$ cat config.mk
export PLATFORM = sky130hd
export DESIGN_NAME = ktote_queue
export DESIGN_NICKNAME = d
export VERILOG_FILES = /design/src/rtl/core/keyed_table_oldest_timestamp_evict_core_defines.svh /design/src/rtl/core/ktote_pkg.sv /design/src/rtl/core/ktote_queue.sv
export SDC_FILE = /design/constraint.sdc
export NUM_CORES = 1
export LEC_CHECK = 0
export ABC_AREA = 1
export BUFFER_PORTS_ARGS = -buffer_cell sky130_fd_sc_hd__buf_2
export CAP_MARGIN = 15
export CORE_AREA = 2 2 218 220
export CTS_BUF_LIST = sky130_fd_sc_hd__clkbuf_8
export DETAILED_ROUTE_END_ITERATION = 6
export DIE_AREA = 0 0 220 222
export MAX_ROUTING_LAYER = met4
export PLACE_DENSITY = 0.73
export SETUP_SLACK_MARGIN = 0.1
export SYNTH_ARGS = -nofsm -noshare
export SYNTH_HDL_FRONTEND = slang
export SYNTH_SLANG_ARGS = --single-unit
$ cat constraint.sdc
create_clock -name clk -period 13.54 [get_ports clk]
set_input_delay 2.031 -clock clk [delete_from_list [all_inputs] [get_ports clk]]
set_output_delay 2.031 -clock clk [all_outputs]
set_load 0.05 [all_outputs]
$ cat src/rtl/core/keyed_table_oldest_timestamp_evict_core_defines.svh
// Assertion macros shared by the keyed table RTL.
// Depends on nothing; users must have clk and rst_n in scope.
`ifndef KEYED_TABLE_OLDEST_TIMESTAMP_EVICT_CORE_DEFINES_SVH
`define KEYED_TABLE_OLDEST_TIMESTAMP_EVICT_CORE_DEFINES_SVH
`ifndef SYNTHESIS
`define KTOTE_ASSERT(name, prop, msg) \
  name: assert property (@(posedge clk) disable iff (!rst_n) prop) else $error(msg);
`define KTOTE_ASSERT_NEVER(name, expr, msg) \
  name: assert property (@(posedge clk) disable iff (!rst_n) !(expr)) else $error(msg);
`else
`define KTOTE_ASSERT(name, prop, msg)
`define KTOTE_ASSERT_NEVER(name, expr, msg)
`endif
`endif

$ cat src/rtl/core/ktote_pkg.sv
// Shared constants, operation codes and item types for the keyed table.
// No dependencies.
package ktote_pkg;

  localparam int TABLE_ENTRIES = 64;
  localparam int IDX_W = $clog2(TABLE_ENTRIES);
  localparam int CNT_W = $clog2(TABLE_ENTRIES + 1);
  localparam int CAP_W = 7;
  localparam int OCC_W = 7;
  localparam logic [CAP_W-1:0] CAP_RESET = 7'd64;

  // input kind codes
  localparam logic [2:0] KIND_GET   = 3'd0;
  localparam logic [2:0] KIND_PUT   = 3'd1;
  localparam logic [2:0] KIND_INVK  = 3'd2;
  localparam logic [2:0] KIND_INVS  = 3'd3;
  localparam logic [2:0] KIND_CLEAR = 3'd4;

  // internal operation codes
  localparam logic [2:0] OP_GET   = 3'd0;
  localparam logic [2:0] OP_PUT   = 3'd1;
  localparam logic [2:0] OP_INVK  = 3'd2;
  localparam logic [2:0] OP_INVS  = 3'd3;
  localparam logic [2:0] OP_CLEAR = 3'd4;
  localparam logic [2:0] OP_NOP   = 3'd7;

  typedef struct packed {
    logic [2:0]  op;
    logic [63:0] source_hash;
    logic [63:0] defines_hash;
    logic [31:0] entry_point_id;
    logic [15:0] profile_id;
    logic [63:0] compile_time;
    logic [31:0] payload_in;
    logic        usable;
  } cmd_t;

  typedef struct packed {
    logic [63:0] source;
    logic [63:0] defines;
    logic [31:0] entry_point;
    logic [15:0] profile;
    logic [63:0] time_val;
    logic [31:0] payload;
    logic        usable;
  } entry_t;

  typedef struct packed {
    logic             hit;
    logic [31:0]      payload_out;
    logic [63:0]      time_out;
    logic [OCC_W-1:0] occupancy;
    logic [31:0]      hits_total;
    logic [31:0]      misses_total;
    logic [31:0]      evictions_total;
  } res_t;

endpackage

$ cat src/rtl/core/ktote_queue.sv
// Two-entry command queue between the front and back ends.
// Depends on ktote_pkg.
module ktote_queue (
  input  logic            clk,
  input  logic            rst_n,
  input  logic            push,
  input  ktote_pkg::cmd_t push_cmd,
  output logic            full,
  input  logic            pop,
  output logic            empty,
  output ktote_pkg::cmd_t head_cmd
);
  import ktote_pkg::*;

  cmd_t       ent_r [2];
  logic       wr_ptr_r;
  logic       rd_ptr_r;
  logic [1:0] cnt_r;
  logic       do_push;
  logic       do_pop;

  assign full     = (cnt_r == 2'd2);
  assign empty    = (cnt_r == 2'd0);
  assign head_cmd = ent_r[rd_ptr_r];
  assign do_push  = push && !full;
  assign do_pop   = pop && !empty;

  always_ff @(posedge clk) begin
    if (do_push) begin
      ent_r[wr_ptr_r] <= push_cmd;
    end
  end

  always_ff @(posedge clk) begin
    if (!rst_n) begin
      wr_ptr_r <= 1'b0;
      rd_ptr_r <= 1'b0;
      cnt_r    <= 2'd0;
    end else begin
      if (do_push) wr_ptr_r <= !wr_ptr_r;
      if (do_pop) rd_ptr_r <= !rd_ptr_r;
      cnt_r <= cnt_r + 2'(do_push) - 2'(do_pop);
    end
  end
endmodule

## Yosys cells after proc, flatten, opt, wreduce, memory -nomap -nowiden

Memories as Yosys holds them, arrays and structs flattened. A register that Yosys moved wholly into a read port is not among the register bits.
Index checks and enable logic that the tools add are counted.

| word-level totals | value |
|---|---|
| input bits | 280 |
| register bits after elaboration | 4 |
| memory bits (writable) | 552 |
| word-level logic and storage cells | 18 |
| output and inout port bits | 278 |
| memories | 1 |

Memories:

| memory | words | width | rd ports | clocked after Yosys merged registers in | write ports | line | RTL |
|---|---|---|---|---|---|---|---|
| ent_r | 2 | 276 | 1 | 1 | 1 | ktote_queue.sv:15 | `cmd_t ent_r [2];` |

| cells by class | value |
|---|---|
| equality and inequality tests | 1 |
| mux-type cells | 4 |
| reductions and logical operators | 7 |
| $add $sub $neg | 2 |

Operator list:

| kind | number |
|---|---|
| $logic_not 1->1 | 4 |
| $mux 1 | 4 |
| $add 2x1->2 | 1 |
| $eq 2x2->1 const B | 1 |
| $logic_and 1x1->1 | 2 |
| $logic_not 2->1 | 1 |
| $sub 2x1->2 | 1 |

## Logic depth before layout (Yosys ltp)

| logic depth | value |
|---|---|
| depth in word-level cells | 5 |
| depth in mapped cells | 11 |
| depth with buffers taken out | 11 |

## Worst setup path before layout

Ideal clock, no wire load.

| timing path | value |
|---|---|
| path kind | input -> register |
| start | in push |
| end | mem ent_r[0][0] (netlist bit), enable pin |
| required time | 12.623 ns |
| arrival | 13.531 ns |
| cell stages on the path | 2 |
| setup time | 0.917 ns |
| buffers on the path | 0 |
| setup slack | -0.908 ns |
| path through | nand2_1 nor2_1 |

| on the way | value |
|---|---|
| longest elaborated chain between the ends | 3 |

Ends and longest elaborated chain:

| element | line | RTL |
|---|---|---|
| from (decl) | ktote_queue.sv:6 | `input logic push,` |
| $logic_and 1x1->1 | ktote_queue.sv:25 | `assign do_push = push && !full;` |
| $mux 1 | ktote_queue.sv:29 | `if (do_push) begin` |
| $mux 1 (not written as such) | ktote_queue.sv:30 | `ent_r[wr_ptr_r] <= push_cmd;` |
| to (decl) | ktote_queue.sv:15 |  |

No other way between the ends.

==> impl_metrics.tcl <==
set metrics [dict create \
    status "finished clean" \
    path_max_fanout 54 \
    vias 10740 \
    gr-total-overflow 0 \
    clock-skew-final_ns 0.02632 \
    numPortBuffers 557 \
    grt_setup_unrepaired "no" \
    hold_buffers 0 \
    path_class "register to primary output" \
    power_w 0.005549 \
    cts_resized 0 \
    place_congestion 0.8704 \
    layout_common_cells "buf_2 (557), edfxtp_1 (552), mux2_4 (240)" \
    grt_use_met3 0.06776 \
    cts.path.max_buffers 3 \
    root_buffer "clkbuf_8" \
    ys_top_cells_by_area "edfxtp_1 (78%), mux2_4 (17%), mux2_2 (1.9%), buf_6 (1.5%), dfxtp_1 (0.47%)" \
    p_int_w 0.003469 \
    swShare 0.3748 \
    grt_use_met2 0.3140 \
    tightest_slew_ns 1.094 \
    layout.cells.non_filler 2213 \
    h-tree-depth 3 \
    drt_iter0_drc 591 \
    die_area_um2 48840 \
    hpwl_mm 31.59 \
    nets 1805 \
    grt_use_total 0.1872 \
    nFillCells 3537 \
    clk_pin_slew_worst_paths_ns 0.05 \
    first_pass_iters 4 \
    cts_tree "built" \
    end_kind "primary output" \
    use_met1 0.1953 \
    setup_tns_ns 0 \
    syn_area_per_cell_um2 23.59 \
    hold_slack_ns 0.5255 \
    slew_headroom 0.2707 \
    worstHoldStart "rd_ptr_r$_SDFFE_PN0P_" \
    drv_cap 0 \
    grt_pass1_vias 11560 \
    fin_crit_sh 0.4263 \
    dp.cells 2040 \
    mostFrequentLayoutCell "buf_2" \
    die_w_um 220 \
    antenna_found_initial 16 \
    drv_slew 0 \
    synth_area_um2 21160 \
    ys_ff_latch 557 \
    die_h_um 222 \
    final_hold_viol_count 0 \
    ys.warnings.count 0 \
    drtAntennaViolNets 0 \
    dp_slack_ns 8.363 \
    power_switching_w 0.002080 \
    fin_crit_ns 5.772 \
    synth_cells 897 \
    start_kind "register" \
    setup_viol 0 \
    busiest_layer "met2" \
    yosys.area.top_type_share 0.7833 \
    synth_top_cell_by_area "edfxtp_1" \
    seq_power_share 0.410 \
    cts_setup_buffers 0 \
    clkPwrFrac 0.232 \
    synth_nets 1179 \
    syn_to_final_growth_pct 23.46 \
    grt_pass1_wl_mm 65.88 \
    cp.required_ns 11.51 \
    powerDensity_nw_per_um2 212.4 \
    seq_area_frac_synth 0.7880 \
    clock-sinks 557 \
    grt_start_max_net_pins 135 \
    routed_via_density 4.851 \
    drt-total-wl_mm 45.50 \
    numCtsBuffers 88 \
    initial_utilization 0.4575 \
    fmax_ghz 0.1732 \
    hold_class "register to register" \
    fp-row-count 79 \
    r2r_start "cnt_r[0]$_SDFF_PN0_" \
    final_layout_size_suffix_gt1_frac 0.5994 \
    clkLatencyLatePin_ns 0.66 \
    synth_cell_types 12 \
    setup_slack_ns 7.768 \
    comb_power_share 0.359 \
    io_pins 558 \
    drc 0 \
    core-area_um2 46260 \
    crit_arrival_ns 3.74 \
    irDropWorstVdd_uv 176.0 \
    avgRoutedWirePerCell_um 20.56 \
    p_leak_nw 10.33 \
]
power groups by stage:
stage	Clock [W]	Combinational, W	Sequential, W
after global placement	0	0.00199	0.00230
after global routing	0.00141	0.00207	0.00229
after detailed placement	0	0.00200	0.00231
final	0.00129	0.00199	0.00227
after floorplan	0	0.00165	0.00233
after CTS	0.00133	0.00201	0.00228
routing by layer:
metal	wire [um]	share of wire	vias to the layer above
li1	-	-	4849
met1	16170	0.36	5344
met2	23800	0.52	462
met3	4176	0.092	81
met4	1354	0.030	0
met5	0	0	-
layout make-up:
class | instances | area [um^2] | area share
repair buffers | 567 | 2875 | 0.1100
diodes | 16 | 40.04 | 0.001532
clock inverters | 64 | 321.6 | 0.01231
flip-flops and latches | 557 | 16680 | 0.6384
well taps | 607 | 759.5 | 0.02907
clock buffers | 93 | 1280 | 0.04899
inverters | 9 | 41.29 | 0.001580
multi-input cells | 300 | 4130 | 0.1581
stage by stage:
step,utilization,cell area [um^2]
detailed placement,0.5293,24490
floorplan,-,21170
global route,0.5647,26120
finish,0.5648,26130
global placement,0.5293,24490
CTS,0.5639,26090
worst max-delay path, stage by stage (launching register included):
cell and delay, ns:
dfxtp_4 0.76, buf_4 0.81, buf_4 0.85, mux2_4 0.36, buf_2 0.21
cell families (layout without fill, tap and decap cells):
kind of cell / count (synthesis) / in the layout / share of synthesized area
AO/OA/AOI/OAI: 2 / 2 / 0.0004730
adder cells (fa/ha/maj): 2 / 2 / 0.001182
buffers and inverters: 40 / 733 / 0.01720
flip-flops: 557 / 557 / 0.7880
multiplexers: 276 / 276 / 0.1894
other: 0 / 16 / 0
AND/OR/NAND/NOR: 20 / 20 / 0.003724
flip-flops by register name (all words and copies together) (netlist names), named ones only:
name / cells
ent_r: 552
rd_ptr_r: 1
wr_ptr_r: 1
cnt_r: 2
worst paths after layout:
kind / endpoint / slack (ns) / cells after the start
setup / recovery: head_cmd[202] / 7.77 / 4
hold / removal: rd_ptr_r$_SDFFE_PN0P_ / 0.53 / 2
setup reg to reg: ent_r[0][39]$_DFFE_PP_ / 9.95 / 6
hold reg to reg: rd_ptr_r$_SDFFE_PN0P_ / 0.53 / 2
cells in the mapped netlist, drive strengths merged:
cell	number
inv	9
dfxtp	5
buf	31
a21oi	2
nand2	9
nand3	3
mux2	276
ha	2
edfxtp	552
nor2	8
Note: power is estimated with default switching activity, not from simulation.
